`config.mk`:
```
export PLATFORM = sky130hd
export DESIGN_NAME = l2_priority_classifier_core
export DESIGN_NICKNAME = d
export VERILOG_FILES = /design/src/rtl/core/l2pc_pkg.sv /design/src/rtl/core/l2_priority_classifier_core.sv /design/src/rtl/core/l2pc_classify.sv
export VERILOG_INCLUDE_DIRS = /design/src /design/src/rtl/core
export SDC_FILE = /design/constraint.sdc
export NUM_CORES = 1
export LEC_CHECK = 0
export ABC_AREA = 1
export BUFFER_PORTS_ARGS = -buffer_cell sky130_fd_sc_hd__clkbuf_2
export CORE_MARGIN = 10
export CORE_UTILIZATION = 56
export DETAILED_ROUTE_END_ITERATION = 8
export PLACE_DENSITY_LB_ADDON = 0.25
export SLEW_MARGIN = 0
export SYNTH_ARGS = -nofsm -noshare
export SYNTH_HDL_FRONTEND = slang
export SYNTH_HIERARCHICAL = 1
export SYNTH_SLANG_ARGS = --single-unit
```
`constraint.sdc`:
```
create_clock -name clk -period 2.45 [get_ports clk]
set_clock_uncertainty 0.05 [all_clocks]
set_input_delay 0.1225 -clock clk [delete_from_list [all_inputs] [get_ports clk]]
set_output_delay 0.1225 -clock clk [all_outputs]
set_load 0.01 [all_outputs]
```
`src/rtl/core/assert_macros.svh`:
```
// assertion macros shared by the rtl modules
`ifndef ASSERT_MACROS_SVH
`define ASSERT_MACROS_SVH

`ifndef SYNTHESIS
// property must hold at every clock edge outside reset
`define L2PC_ASSERT(label, prop, msg) \
	label: assert property (@(posedge clk) disable iff (!arst_n) prop) else $error(msg);
// expression must never be true outside reset
`define L2PC_NEVER(label, expr, msg) \
	label: assert property (@(posedge clk) disable iff (!arst_n) !(expr)) else $error(msg);
`else
`define L2PC_ASSERT(label, prop, msg)
`define L2PC_NEVER(label, expr, msg)
`endif

`endif

```
`src/rtl/core/l2pc_pkg.sv`:
```
// types, constants and register codes of the l2 priority classifier
`timescale 1ns / 1ps

package l2pc_pkg;

	localparam int POS_W  = 5;
	localparam int PRIO_W = 3;
	localparam int MAP_W  = 48;
	localparam int DSCP_W = 6;

	localparam logic [POS_W-1:0] POS_OUTER_HI = 5'd12;
	localparam logic [POS_W-1:0] POS_OUTER_LO = 5'd13;
	localparam logic [POS_W-1:0] POS_TAG      = 5'd14;
	localparam logic [POS_W-1:0] POS_DSCP_UNT = 5'd15;
	localparam logic [POS_W-1:0] POS_INNER_HI = 5'd16;
	localparam logic [POS_W-1:0] POS_INNER_LO = 5'd17;
	localparam logic [POS_W-1:0] POS_DSCP_TAG = 5'd19;
	localparam logic [POS_W-1:0] POS_MAX      = 5'd31;

	localparam logic [15:0] TYPE_VLAN = 16'h8100;
	localparam logic [15:0] TYPE_IPV4 = 16'h0800;

	localparam logic [MAP_W-1:0] MAP_Q0_RST = 48'd4467856506880;
	localparam logic [MAP_W-1:0] MAP_Q1_RST = 48'd13403570053250;
	localparam logic [MAP_W-1:0] MAP_Q2_RST = 48'd26731961401604;
	localparam logic [MAP_W-1:0] MAP_Q3_RST = 48'd117440518;

	typedef enum logic [2:0] {
		REG_TRUST_PCP   = 3'd0,
		REG_DSCP_TRUST  = 3'd1,
		REG_DEFAULT_PRI = 3'd2,
		REG_DSCP_MAP_Q0 = 3'd3,
		REG_DSCP_MAP_Q1 = 3'd4,
		REG_DSCP_MAP_Q2 = 3'd5,
		REG_DSCP_MAP_Q3 = 3'd6
	} reg_index_t;

	typedef struct packed {
		logic                        trust_pcp;
		logic                        dscp_trust;
		logic [PRIO_W-1:0]           base_prio;
		logic [3:0][MAP_W-1:0]       dscp_map;
	} l2pc_cfg_t;

	typedef struct packed {
		logic [7:0] data;
		logic       last;
	} l2pc_word_t;

endpackage

```
`src/rtl/core/l2_priority_classifier_core.sv`:
```
// top level of the l2 priority classifier: config registers, input and result registers
`timescale 1ns / 1ps
`include "assert_macros.svh"

// channel  direction  handshake           payload
// in       sink       in_valid/in_stall   frame_byte[7:0], frame_end
// out      source     out_valid/out_stall priority_res[2:0]
// cfg      sink       cfg_wr_en           cfg_index[2:0], cfg_data[47:0]
//
// one byte per cycle while in_stall is low; the result is registered from the last byte
// path: input register, field capture and map lookup, result register
// reset clears config to defaults and the frame state to start of frame
// in_stall rises only while a last byte waits behind a result the sink has stalled
// middle bytes of a frame keep flowing while a result waits

module l2_priority_classifier_core
	import l2pc_pkg::*;
(
	input  logic              clk,
	input  logic              arst_n,
	input  logic              in_valid,
	output logic              in_stall,
	input  logic [7:0]        frame_byte,
	input  logic              frame_end,
	output logic              out_valid,
	input  logic              out_stall,
	output logic [PRIO_W-1:0] priority_res,
	input  logic              cfg_wr_en,
	input  logic [2:0]        cfg_index,
	input  logic [MAP_W-1:0]  cfg_data
);

	l2pc_cfg_t         cfg_q;
	l2pc_word_t        word_s1;
	logic              valid_s1;
	logic              go_s1, adv, load;
	logic [PRIO_W-1:0] prio;
	logic              out_valid_q;
	logic [PRIO_W-1:0] prio_q;

	always_ff @(posedge clk or negedge arst_n) begin
		if (!arst_n) begin
			cfg_q.trust_pcp   <= 1'b0;
			cfg_q.dscp_trust  <= 1'b0;
			cfg_q.base_prio   <= '0;
			cfg_q.dscp_map[0] <= MAP_Q0_RST;
			cfg_q.dscp_map[1] <= MAP_Q1_RST;
			cfg_q.dscp_map[2] <= MAP_Q2_RST;
			cfg_q.dscp_map[3] <= MAP_Q3_RST;
		end else if (cfg_wr_en) begin
			case (cfg_index)
				REG_TRUST_PCP:   cfg_q.trust_pcp   <= cfg_data[0];
				REG_DSCP_TRUST:  cfg_q.dscp_trust  <= cfg_data[0];
				REG_DEFAULT_PRI: cfg_q.base_prio   <= cfg_data[PRIO_W-1:0];
				REG_DSCP_MAP_Q0: cfg_q.dscp_map[0] <= cfg_data;
				REG_DSCP_MAP_Q1: cfg_q.dscp_map[1] <= cfg_data;
				REG_DSCP_MAP_Q2: cfg_q.dscp_map[2] <= cfg_data;
				REG_DSCP_MAP_Q3: cfg_q.dscp_map[3] <= cfg_data;
				default: ;
			endcase
		end
	end

	// only a last byte needs room in the result register
	assign go_s1    = !word_s1.last || !out_valid_q || !out_stall;
	assign adv      = valid_s1 && go_s1;
	assign in_stall = valid_s1 && !go_s1;
	assign load     = in_valid && !in_stall;

	always_ff @(posedge clk or negedge arst_n) begin
		if (!arst_n) begin
			valid_s1 <= 1'b0;
		end else if (load) begin
			valid_s1 <= 1'b1;
		end else if (adv) begin
			valid_s1 <= 1'b0;
		end
	end

	always_ff @(posedge clk) begin
		if (load) begin
			word_s1.data <= frame_byte;
			word_s1.last <= frame_end;
		end
	end

	l2pc_classify u_classify (
		.clk    (clk),
		.arst_n (arst_n),
		.cfg    (cfg_q),
		.adv    (adv),
		.word   (word_s1),
		.prio   (prio)
	);

	always_ff @(posedge clk or negedge arst_n) begin
		if (!arst_n) begin
			out_valid_q <= 1'b0;
		end else if (adv && word_s1.last) begin
			out_valid_q <= 1'b1;
		end else if (!out_stall) begin
			out_valid_q <= 1'b0;
		end
	end

	always_ff @(posedge clk) begin
		if (adv && word_s1.last) prio_q <= prio;
	end

	assign out_valid    = out_valid_q;
	assign priority_res = prio_q;

	`L2PC_ASSERT(a_stall_cause, in_stall |-> (valid_s1 && word_s1.last && out_valid_q && out_stall), "input stalled without a blocked result")
	`L2PC_ASSERT(a_out_source, (out_valid_q && !$past(out_valid_q)) |-> $past(adv && word_s1.last), "result without a last byte")
	`L2PC_NEVER(a_no_overwrite, adv && word_s1.last && out_valid_q && out_stall, "pending result overwritten")

endmodule

```
`src/rtl/core/l2pc_classify.sv`:
```
// frame field capture and priority decision, one byte per cycle while adv is high
`timescale 1ns / 1ps
`include "assert_macros.svh"

module l2pc_classify
	import l2pc_pkg::*;
(
	input  logic              clk,
	input  logic              arst_n,
	input  l2pc_cfg_t         cfg,
	input  logic              adv,
	input  l2pc_word_t        word,
	output logic [PRIO_W-1:0] prio
);

	logic [POS_W-1:0]  pos_q;
	logic [15:0]       outer_q, inner_q;
	logic [2:0]        pcp_q;
	logic [DSCP_W-1:0] dscp_q;

	logic [15:0]       outer_d, inner_d;
	logic [2:0]        pcp_d;
	logic [DSCP_W-1:0] dscp_d;
	logic              vlan_tag, ipv4;
	logic [MAP_W-1:0]  map_word;
	logic [PRIO_W-1:0] map_prio;

	// field capture at this byte position
	always_comb begin
		outer_d = outer_q;
		inner_d = inner_q;
		pcp_d   = pcp_q;
		dscp_d  = dscp_q;
		case (pos_q)
			POS_OUTER_HI: outer_d = {word.data, 8'h00};
			POS_OUTER_LO: outer_d = {outer_q[15:8], word.data};
			POS_TAG:      pcp_d   = word.data[7:5];
			POS_DSCP_UNT: begin
				if (outer_q != TYPE_VLAN) dscp_d = word.data[7:2];
			end
			POS_INNER_HI: inner_d = {word.data, 8'h00};
			POS_INNER_LO: inner_d = {inner_q[15:8], word.data};
			POS_DSCP_TAG: begin
				if (outer_q == TYPE_VLAN) dscp_d = word.data[7:2];
			end
			default: ;
		endcase
	end

	// frame length so far is pos_q + 1, so "n >= k" becomes "pos_q >= k - 1"
	always_comb begin
		map_word = cfg.dscp_map[dscp_d[5:4]];
		map_prio = PRIO_W'(map_word >> (dscp_d[3:0] * 6'd3));
		vlan_tag = (pos_q >= POS_OUTER_LO) && (outer_d == TYPE_VLAN);
		ipv4     = ((outer_d == TYPE_IPV4) && (pos_q >= POS_DSCP_UNT))
			|| (vlan_tag && (pos_q >= POS_DSCP_TAG) && (inner_d == TYPE_IPV4));
		prio = cfg.base_prio;
		if (cfg.trust_pcp && vlan_tag && (pos_q >= POS_TAG) && (pcp_d != 3'd0))
			prio = pcp_d;
		if (cfg.dscp_trust && (pos_q >= POS_OUTER_LO) && ipv4 && (dscp_d != '0))
			prio = map_prio;
	end

	always_ff @(posedge clk or negedge arst_n) begin
		if (!arst_n) begin
			pos_q   <= '0;
			outer_q <= '0;
			inner_q <= '0;
			pcp_q   <= '0;
			dscp_q  <= '0;
		end else if (adv) begin
			if (word.last) begin
				pos_q   <= '0;
				outer_q <= '0;
				inner_q <= '0;
				pcp_q   <= '0;
				dscp_q  <= '0;
			end else begin
				if (pos_q != POS_MAX) pos_q <= pos_q + 1'b1;
				outer_q <= outer_d;
				inner_q <= inner_d;
				pcp_q   <= pcp_d;
				dscp_q  <= dscp_d;
			end
		end
	end

	`L2PC_ASSERT(a_pos_restart, (adv && word.last) |=> (pos_q == '0), "position not cleared at frame end")
	`L2PC_ASSERT(a_pos_step, (adv && !word.last && pos_q != POS_MAX) |=> (pos_q == $past(pos_q) + 1'b1), "position did not advance")
	`L2PC_ASSERT(a_pos_hold, !adv |=> $stable(pos_q), "position moved without a byte")

endmodule

```
==> impl_metrics.yaml, run 1 <==
global_route:
  antenna_found_initial: 2
  grt_pass1_vias: 13200
  grt.overflow.total: 0
  grt_pass1_wl_um: 67400
  grt_max_degree: 68
  grtUsageTotal_pct: 26.5
drt:
  drtPass1Iterations: 5
  viasPerCell: 5.63
  vias: 13200
  wire_per_inst_um: 18.3
  drtIter0Drc: 1514
  drtAntennaViolNets: 0
  drt-total-wl_um: 42900
  drcViolationCount: 0
worst_setup_path:
  crit_end: "priority_res[0]"
  cp-start-kind: "flop"
  r2r_cells: 18
  end_kind: "flop"
  critPathArrivalTime_ns: 2.90
  cp.required_ns: 2.70
  worstReg2RegStart: "u_classify/pos_q[1]"
  ff2ff_setup_slack_ns: -0.20
  crit_path_max_fanout: 10
  cp-startpoint: "u_classify/pos_q[1]"
  reg2reg_to: "priority_res[0]"
  worstSetupPathType: "reg -> reg"
timing:
  finalCriticalPeriod_ns: 2.65
  rsz0062_at_grt: "true"
  worstMarginPinSlew_ns: 0.711
  max_freq_mhz: 377
  hold_ws_ns: 0.103
  slew_headroom_pct: 52.6
  setup_slack_ns: -0.201
  slew_violations: 0
  setup_violations: 3
  finalHoldViolations: 0
  fin_crit_sh_pct: 108
yosys:
  netlist.area_leader.share_pct: 39.5
  yosysWarnings: 6
  synth.avg_cell_area_um2: 7.52
  yosys.area_share.adder_pct: 0.554
  synth_top_family_by_area: "simple AND/OR/NAND/NOR gates"
  syn_inst: 1801
  synthesis.nets: 1872
  synth.mux.area_fraction_pct: 0
  yosysSeqAreaShare_pct: 48.2
  synth_compound_area_share_pct: 4.03
  synth_area_leader_cell: "dfrtp_1"
  mappedNetlistArea_um2: 13500
  synthDistinctLibCells: 35
  synth_xor_area_share_pct: 0.0647
  synthSimpleGateAreaFrac_pct: 37.2
  ys_ff_latch: 257
  synthTopCellsByArea: "dfrtp_1, nand2_1, nand3_1, dfstp_2, inv_1"
clocking:
  path_clk_slew_ns: 0.06
  numCtsBuffers: 27
  tritoncts: "built"
  root_buffer: "clkbuf_16"
  clkSinkCount: 257
  h-tree-depth: 1
  clkLatencyLatePin_ns: 0.56
  clockBufferDepth: 3
power_and_ir_drop:
  ir_drop_v: 0.000579
  switching_share_pct: 28.1
  power_density_nw_per_um2: 648
  p_int_mw: 8.10
  p_clk_share_pct: 36.0
  switchingPower_mw: 3.17
  leakagePower_nw: 8.83
  power_frac_seq_pct: 47.4
  combPwrFrac_pct: 16.6
placed_design:
  routabilityCongestion: 0.886
  post_dp_cell_area_um2: 14900
  io_buffers: 69
  hpwl_um: 25300
run_status:
  violations: "negative setup slack"
  outcome: "complete, but fails checks"
worst_hold_path:
  min_path_type: "in -> async"
finish:
  fin_nets: 2074
  finalInstanceArea_um2: 17400
  area_growth_pct: 28.3
  drive_gt1_share_pct: 19.9
die:
  core_area_um2: 23600
  placementRows: 56
  dieArea_um2: 30800
  die_height_um: 176
  start_util_pct: 57.4
  ios: 70
  die_w_um: 176
job:
  drv_cap: 0
## worst min path at each step
stage / start / slack (ns) / endpoint / cells past startpoint
floorplan: arst_n / -0.22 / cfg_q[0] / 0
detailed placement: arst_n / 0.08 / u_classify/inner_q[5] / 1
finish: arst_n / 0.10 / cfg_q[109] / 2
CTS: arst_n / 0.10 / cfg_q[109] / 2
global route: arst_n / 0.14 / u_classify/inner_q[5] / 2
global placement: arst_n / 0.08 / u_classify/inner_q[5] / 1
## stage by stage
| step | cells | worst slack, ns | total power, mW | TNS [ns] | utilization [%] |
|---|---|---|---|---|---|
| after floorplan | 1801 | 0.000243 | 6.43 | 0 | - |
| after global placement | 2204 | -0.220 | 6.99 | -0.556 | 63.1 |
| after detailed placement | 2204 | -0.270 | 7.05 | -0.689 | 63.1 |
| after CTS | 2331 | -0.108 | 11.2 | -0.275 | 71.9 |
| after global routing | 2344 | -0.336 | 11.8 | -0.947 | 73.6 |
| final | 2344 | -0.201 | 11.3 | -0.564 | 73.6 |
## cell usage in the layout (no fill, tap or decap), drive strengths merged, types with 8 or more instances in the layout
master | netlist | final
nand3b | 66 | 66
dlygate4sd3 | 0 | 65
inv | 195 | 196
dfstp | 31 | 31
nand2 | 754 | 755
dfrtp | 214 | 214
o22ai | 41 | 41
a21oi | 8 | 8
edfxtp | 12 | 12
clkbuf | 25 | 115
nand4 | 8 | 8
buf | 72 | 129
nor2 | 42 | 42
o21ai | 40 | 40
nand3 | 271 | 271
## state kept, by name, summed over array words and instances, names as in the netlist
register	cells
priority_res	3
u_classify/outer_q	16
out_valid	1
u_classify/dscp_q	6
u_classify/pcp_q	3
u_classify/pos_q	5
word_s1	9
u_classify/inner_q	16
valid_s1	1
cfg_q	197
## synth_stat cells, drive strengths merged
library cell and instances:
inv 195, buf 72, a21oi 8, dfrtp 214, or2 1, o22ai 41
nor4 3, clkbuf 25, nand3 271, xor2 1, o21ai 40, o211ai 2
nor3 5, edfxtp 12, a22oi 2, dfstp 31, nand4 8, nand2 754
and2 1, nor2 42, a211oi 1, nand3b 66, ha 6
## metal layers
metal | share of wire, % | GRT usage, % | vias up | wire [um]
met5 | 0 | 0 | - | 0
met4 | 3.6 | 9.40 | 0 | 1540
met3 | 8.5 | 4.03 | 118 | 3660
met2 | 48 | 44.3 | 680 | 20500
met1 | 40 | 34.4 | 6290 | 17200
li1 | - | - | 6106 | -
## cells by family after synthesis
kind of cell / count (synthesis)
and+or+nand+nor: 1151
AOI/OAI and AO/OA: 94
buffers and inverters: 292
adders and majority gates: 6
DFF: 257
xor gates and xnor gates: 1
## repair_timing
| item | CTS | global route |
|---|---|---|
| endpoints found under the setup margin | 3 | 3 |
| cloned | 5 | 8 |
| hold buffers | 65 | 0 |
| resized for setup | 74 | 47 |
| pin swaps | 16 | 34 |
| setup buffers | 8 | 4 |
| hold endpoints to repair | 399 | 0 |
## layout make-up
class                   count  area [um^2]
clock inverters             8         71.3
multi-input cells        1253         6210
fillers                  1734         6230
flip-flops and latches    257         6530
well taps                 319          399
clock buffers              41          798
repair buffers            269         2620
diodes                      2         5.00
inverters                 195          744
## power by group through the flow
stage	combinational (mW)	clock (mW)	sequential, mW
after global placement	1.62	0	5.37
after floorplan	1.13	0	5.29
after global routing	2.12	4.24	5.41
after detailed placement	1.67	0	5.38
after CTS	1.81	4.08	5.33
final	1.88	4.05	5.34
## worst max-delay path, stage by stage (launching register included)
cell       delay (ns)
dfrtp_1          0.42
ha_4             0.20
inv_6            0.08
nor2_4           0.05
ha_4             0.16
nand3_2          0.08
nand3_4          0.12
nand2_8          0.17
buf_8            0.15
clkbuf_16        0.16
nand3b_1         0.09
nand3_1          0.15
nand3_2          0.11
nand3_2          0.09
nand3_2          0.09
nand3_2          0.08
nand2_1          0.06
nand2_1          0.06
nand2_1          0.04
Power figures use the tool's default switching activity.
==> inputs of run 2 (changes only) <==
--- a/config.mk
+++ b/config.mk
@@ -8,8 +8,10 @@
 export LEC_CHECK = 0
 export ABC_AREA = 1
 export BUFFER_PORTS_ARGS = -buffer_cell sky130_fd_sc_hd__clkbuf_2
+export CELL_PAD_IN_SITES_DETAIL_PLACEMENT = 1
+export CELL_PAD_IN_SITES_GLOBAL_PLACEMENT = 2
 export CORE_MARGIN = 10
-export CORE_UTILIZATION = 56
+export CORE_UTILIZATION = 33
 export DETAILED_ROUTE_END_ITERATION = 8
 export PLACE_DENSITY_LB_ADDON = 0.25
 export SLEW_MARGIN = 0
==> run 2 against run 1 <==
- the flow still finishes with violations (negative setup slack)
- die area rose by 61%
- hold slack got worse by 0.064 ns
- sequential power about the same
- largest cell class unchanged
- total power rose by 6.7%
- highest routed layer unchanged
- critical endpoint is now priority_res[1]
- register-to-register slack got worse by 0.02 ns
- flip-flop and latch count is the same
- sequential share of layout area is 1.7 points lower
- cell count is 11% higher
- utilization down 29 points
==> impl_metrics.yaml, run 2 (same netlist as run 1, synthesis figures left out) <==
worst_setup_path:
  worstReg2RegStart: "u_classify/outer_q[7]"
  crit_top_cell: "nand3_2"
  end_kind: "flop"
  r2r_cells: 21
  cp_top_family: "simple AND/OR/NAND/NOR gates"
  reg2reg_to: "priority_res[1]"
  worstSetupPathType: "reg -> reg"
  cp-startpoint: "u_classify/outer_q[7]"
  ff2ff_setup_slack_ns: -0.22
  worst_path_max_delay_cell: "dfrtp_1"
  path_cells: "nor2_2 -> nand2_1 -> nor2_1 -> buf_4 -> buf_6 -> nand3_4 -> nand3_4 -> nand2_8 -> nand2_8 -> buf_12 -> buf_16 -> buf_8 -> nand2_2 -> nand3_2 -> nand3_2 -> nand3_2 -> nand3_2 -> nand3_2 -> nand2_1 -> nand2_1 -> nand2_1"
  critPathArrivalTime_ns: 2.95
  cp.required_ns: 2.73
  cp_slowest_stage_delay_ns: 0.39
  crit_end: "priority_res[1]"
  worst-path-buf-inv: 5
  crit_path_max_fanout: 8
  cp-start-kind: "flop"
  crit_cells: 21
timing:
  setup_slack_ns: -0.222
  finalCriticalPeriod_ns: 2.67
  max_freq_mhz: 374
  finalHoldViolations: 0
  setup_violations: 3
  slew_violations: 0
  hold_ws_ns: 0.0387
  fin_crit_sh_pct: 109
  fin_setup_tns_ns: -0.611
  slew_headroom_pct: 53.4
  worstMarginPinSlew_ns: 0.696
  rsz0062_at_grt: "true"
finish:
  register_area_um2: 6530
  largest_reg_flops: 197
  multi_input_area_um2: 6400
  nFillCells: 4919
  layout_commonest_cell: "nand2_1"
  area_growth_pct: 34.2
  reg_top3: "cfg_q x197, u_classify/inner_q x16, u_classify/outer_q x16"
  utilization_pct: 44.6
  drive_gt1_share_pct: 23.3
  regMostFlops: "cfg_q"
  layout_common_cells: "nand2_1, dfrtp_1, inv_1"
  fin_nets: 2106
  num_antenna_cells: 0
placed_design:
  routabilityCongestion: 0.868
  io_buffers: 69
  pre_cts_ws_ns: -0.323
  hpwl_um: 33400
run_status:
  violations: "negative setup slack"
  outcome: "complete, but fails checks"
job:
  drv_cap: 0
clocking:
  h-tree-depth: 1
  clkSinkCount: 257
  tritoncts: "built"
  numCtsBuffers: 31
  path_clk_slew_ns: 0.06
  clkLatencyLatePin_ns: 0.59
  root_buffer: "clkbuf_16"
  clockBufferDepth: 3
drt:
  wl_met2_um: 24900
  drtAntennaViolNets: 0
  viasPerCell: 5.00
  drtIter0Drc: 711
  drt-total-wl_um: 51400
  drtPass1Iterations: 5
  maxUsedRoutingLayer: "met4"
  m1WireLength_um: 23700
  drcViolationCount: 0
  met3WireLength_um: 1640
  wire_per_inst_um: 19.8
  vias: 13000
power_and_ir_drop:
  power_density_nw_per_um2: 661
  leakagePower_nw: 9.11
  totalPowerFinal_mw: 12.0
  ir_drop_v: 0.000403
die:
  die_height_um: 223
  die_w_um: 223
  start_util_pct: 33.2
  dieArea_um2: 49600
  core_area_um2: 40700
  placementRows: 74
  ios: 70
global_route:
  antenna_found_initial: 0
  grtUsageTotal_pct: 20.2
  grt_max_degree: 64
  grt.overflow.total: 0
  grt_pass1_vias: 13900
  grt_pass1_wl_um: 80500
worst_hold_path:
  min_path_type: "in -> async"
==> run 2: changes by cell type in the layout (fill, tap and decap cells not counted), sizes merged <==
cell,previous run,this run
clkbuf,115,123
nand2,755,754
buf,129,161
bufbuf,1,0
inv,196,195
diode,2,0
==> run 2: how the worst min path moves through the flow <==
stage                     depth (start not counted)               endpoint  slack (ns)    from
after CTS                                         2               cfg_q[8]        0.04  arst_n
final                                             2             cfg_q[177]        0.04  arst_n
after global placement                            1  u_classify/inner_q[6]        0.06  arst_n
after detailed placement                          1  u_classify/inner_q[6]        0.07  arst_n
after floorplan                                   0               cfg_q[0]       -0.22  arst_n
after global routing                              2  u_classify/inner_q[3]        0.09  arst_n
==> run 2: per-stage QoR <==
stage / instances / instance area, um^2
4_1_cts: 2585 / 17600
5_1_grt: 2592 / 18200
3_5_place_dp: 2446 / 15400
6_report: 2592 / 18200
2_1_floorplan: 1801 / 13600
3_3_place_gp: 2446 / 15400
==> run 2: routing by layer <==
metal | vias to the layer above | global-route usage [%]
li1 | 6170 | -
met1 | 6504 | 26.8
met2 | 215 | 34.3
met3 | 66 | 2.17
met4 | 0 | 5.19
met5 | - | 0
==> run 2: what timing repair did <==
item / 4_1_cts / 5_1_grt
buffers inserted: 12 / 5
resized for setup: 57 / 109
pin swaps: 19 / 40
hold endpoints to repair: 431 / 0
endpoints found under the setup margin: 3 / 3
hold buffers: 65 / 0
cloned: 5 / 4
==> run 2: cell type report <==
cell class,instances,share of cell area (%)
Sequential cell,257,35.9
Multi-Input combinational cell,1252,35.2
Timing Repair Buffer,298,15.4
Clock buffer,51,5.34
Inverter,195,4.09
Tap cell,532,3.66
Clock inverter,7,0.365
==> run 2: report_power, final <==
group	switching, mW	internal, mW	leakage, nW
clock network	1.92	2.79	0.512
logic	1.17	0.800	5.41
registers	0.366	4.98	3.19
==> inputs of run 3 (changes only) <==
--- a/config.mk
+++ b/config.mk
@@ -13,7 +13,7 @@
 export CORE_MARGIN = 10
 export CORE_UTILIZATION = 33
 export DETAILED_ROUTE_END_ITERATION = 8
-export PLACE_DENSITY_LB_ADDON = 0.25
+export PLACE_DENSITY_LB_ADDON = 0.1
 export SLEW_MARGIN = 0
 export SYNTH_ARGS = -nofsm -noshare
 export SYNTH_HDL_FRONTEND = slang
==> run 3 against run 2 <==
- the run still ends with negative setup slack left
- count of clock-buffer cells in the layout unchanged
- worst setup slack got worse by 0.028 ns
- total power grew 2.4%
- non-clock buffer count decreased by 6
- largest power group unchanged
- critical path type unchanged
==> impl_metrics.yaml, run 3 (same netlist as run 1, synthesis figures left out) <==
run_status:
  outcome: "complete, but fails checks"
  violations: "negative setup slack"
global_route:
  grt_max_degree: 71
  antenna_found_initial: 0
  grt_pass1_vias: 13500
  grt_pass1_wl_um: 80700
  grtUsageTotal_pct: 20.5
  grt.overflow.total: 0
die:
  start_util_pct: 33.2
  die_height_um: 223
  dieArea_um2: 49600
  die_w_um: 223
  placementRows: 74
  core_area_um2: 40700
  ios: 70
placed_design:
  placed_cells: 2438
  hpwl_um: 32000
  io_buffers: 69
  routabilityCongestion: 0.827
timing:
  setup_slack_ns: -0.250
  finalCriticalPeriod_ns: 2.70
  slew_violations: 0
  slew_headroom_pct: 51.2
  max_freq_mhz: 370
  rsz0062_at_grt: "true"
  fin_crit_sh_pct: 110
  worstMarginPinSlew_ns: 0.730
  setup_violations: 3
  finalHoldViolations: 0
worst_setup_path:
  worstSetupPathType: "reg -> reg"
  cp.required_ns: 2.70
  end_kind: "flop"
  crit_path_max_fanout: 8
  cp-start-kind: "flop"
  critPathArrivalTime_ns: 2.95
  ff2ff_setup_slack_ns: -0.25
finish:
  regMostFlops: "cfg_q"
  layout_common_cells: "nand2_1, dfrtp_1, nand3_1"
  area_growth_pct: 34.1
  fin_nets: 2104
  largest_reg_flops: 197
  layout_commonest_cell: "nand2_1"
  fin_cells: 2589
  drive_gt1_share_pct: 22.6
  reg_top3: "cfg_q x197, u_classify/inner_q x16, u_classify/outer_q x16"
  utilization_pct: 44.6
  num_antenna_cells: 0
power_and_ir_drop:
  power_density_nw_per_um2: 678
  leakagePower_nw: 9.12
  totalPowerFinal_mw: 12.3
  ir_drop_v: 0.000567
clocking:
  h-tree-depth: 2
  clkSinkCount: 257
  tritoncts: "built"
  clkLatencyLatePin_ns: 0.56
  path_clk_slew_ns: 0.06
  numCtsBuffers: 34
  clockBufferDepth: 3
  root_buffer: "clkbuf_16"
drt:
  wire_per_inst_um: 20.0
  vias: 12900
  drtPass1Iterations: 5
  met3WireLength_um: 1680
  wl_met2_um: 25100
  drtAntennaViolNets: 0
  m1WireLength_um: 24200
  drtIter0Drc: 755
  maxUsedRoutingLayer: "met4"
  drcViolationCount: 0
  drt-total-wl_um: 51900
  viasPerCell: 4.97
job:
  drv_cap: 0
worst_hold_path:
  min_path_type: "in -> async"
==> run 3: cell type report <==
class | instances | area [um^2]
inverter | 195 | 737
multi-input combinational | 1253 | 6310
fill | 4915 | 22600
sequential | 257 | 6530
clock buffer | 51 | 1020
clock inverter | 9 | 92.6
timing repair buffer | 292 | 2800
tap | 532 | 666
==> run 3: routing by layer <==
metal | global-route usage (%) | vias to the layer above
met2 | 34.4 | 185
met5 | 0 | -
li1 | - | 6170
met4 | 4.69 | 0
met3 | 3.12 | 56
met1 | 27.2 | 6446
==> run 3: repair_timing <==
action / CTS / global route
gates cloned: 6 / 5
resized for setup: 72 / 73
hold buffers: 65 / 0
hold endpoints to repair: 275 / 0
setup endpoints to repair: 3 / 3
pin swaps: 31 / 43
setup buffers: 14 / 4
==> run 3: path summary, 6_finish.rpt <==
kind                                      from                    end  cells after the start
max in group asynchronous               arst_n             cfg_q[145]                      3
max                        u_classify/pos_q[1]        priority_res[1]                     19
min in group clk                     frame_end             word_s1[0]                      2
min reg2reg                          cfg_q[67]              cfg_q[67]                      2
min                                     arst_n  u_classify/outer_q[1]                      2
max reg2reg                u_classify/pos_q[1]        priority_res[1]                     19
==> run 3: stage by stage <==
step / instance area, um^2 / setup TNS [ns] / hold slack [ns] / setup slack, ns
final: 18200 / -0.735 / 0.114 / -0.250
after global routing: 18200 / -1.16 / 0.158 / -0.387
after global placement: 15400 / -1.25 / 0.108 / -0.468
after CTS: 17700 / -0.722 / 0.120 / -0.244
after floorplan: 13600 / 0 / -0.223 / 0.000243
after detailed placement: 15400 / -1.28 / 0.107 / -0.462
==> run 3: worst max-delay path: stages, from the launching register on <==
cell       delay [ns]
dfrtp_1          0.42
ha_4             0.19
inv_4            0.08
nor2_4           0.04
ha_2             0.20
nand3_2          0.08
nand3_4          0.11
nand2_8          0.13
buf_12           0.17
buf_12           0.14
clkbuf_16        0.14
nand3b_1         0.09
nand3_1          0.08
nand3_1          0.07
nand3_1          0.08
nand3_1          0.09
nand3_2          0.09
nand2_1          0.06
nand2_1          0.07
nand2_1          0.05
==> run 3: where the power goes <==
part	switching, mW	internal, mW	total [mW]
clock network	2.04	3.01	5.05
logic	1.12	0.790	1.91
registers	0.362	4.98	5.35
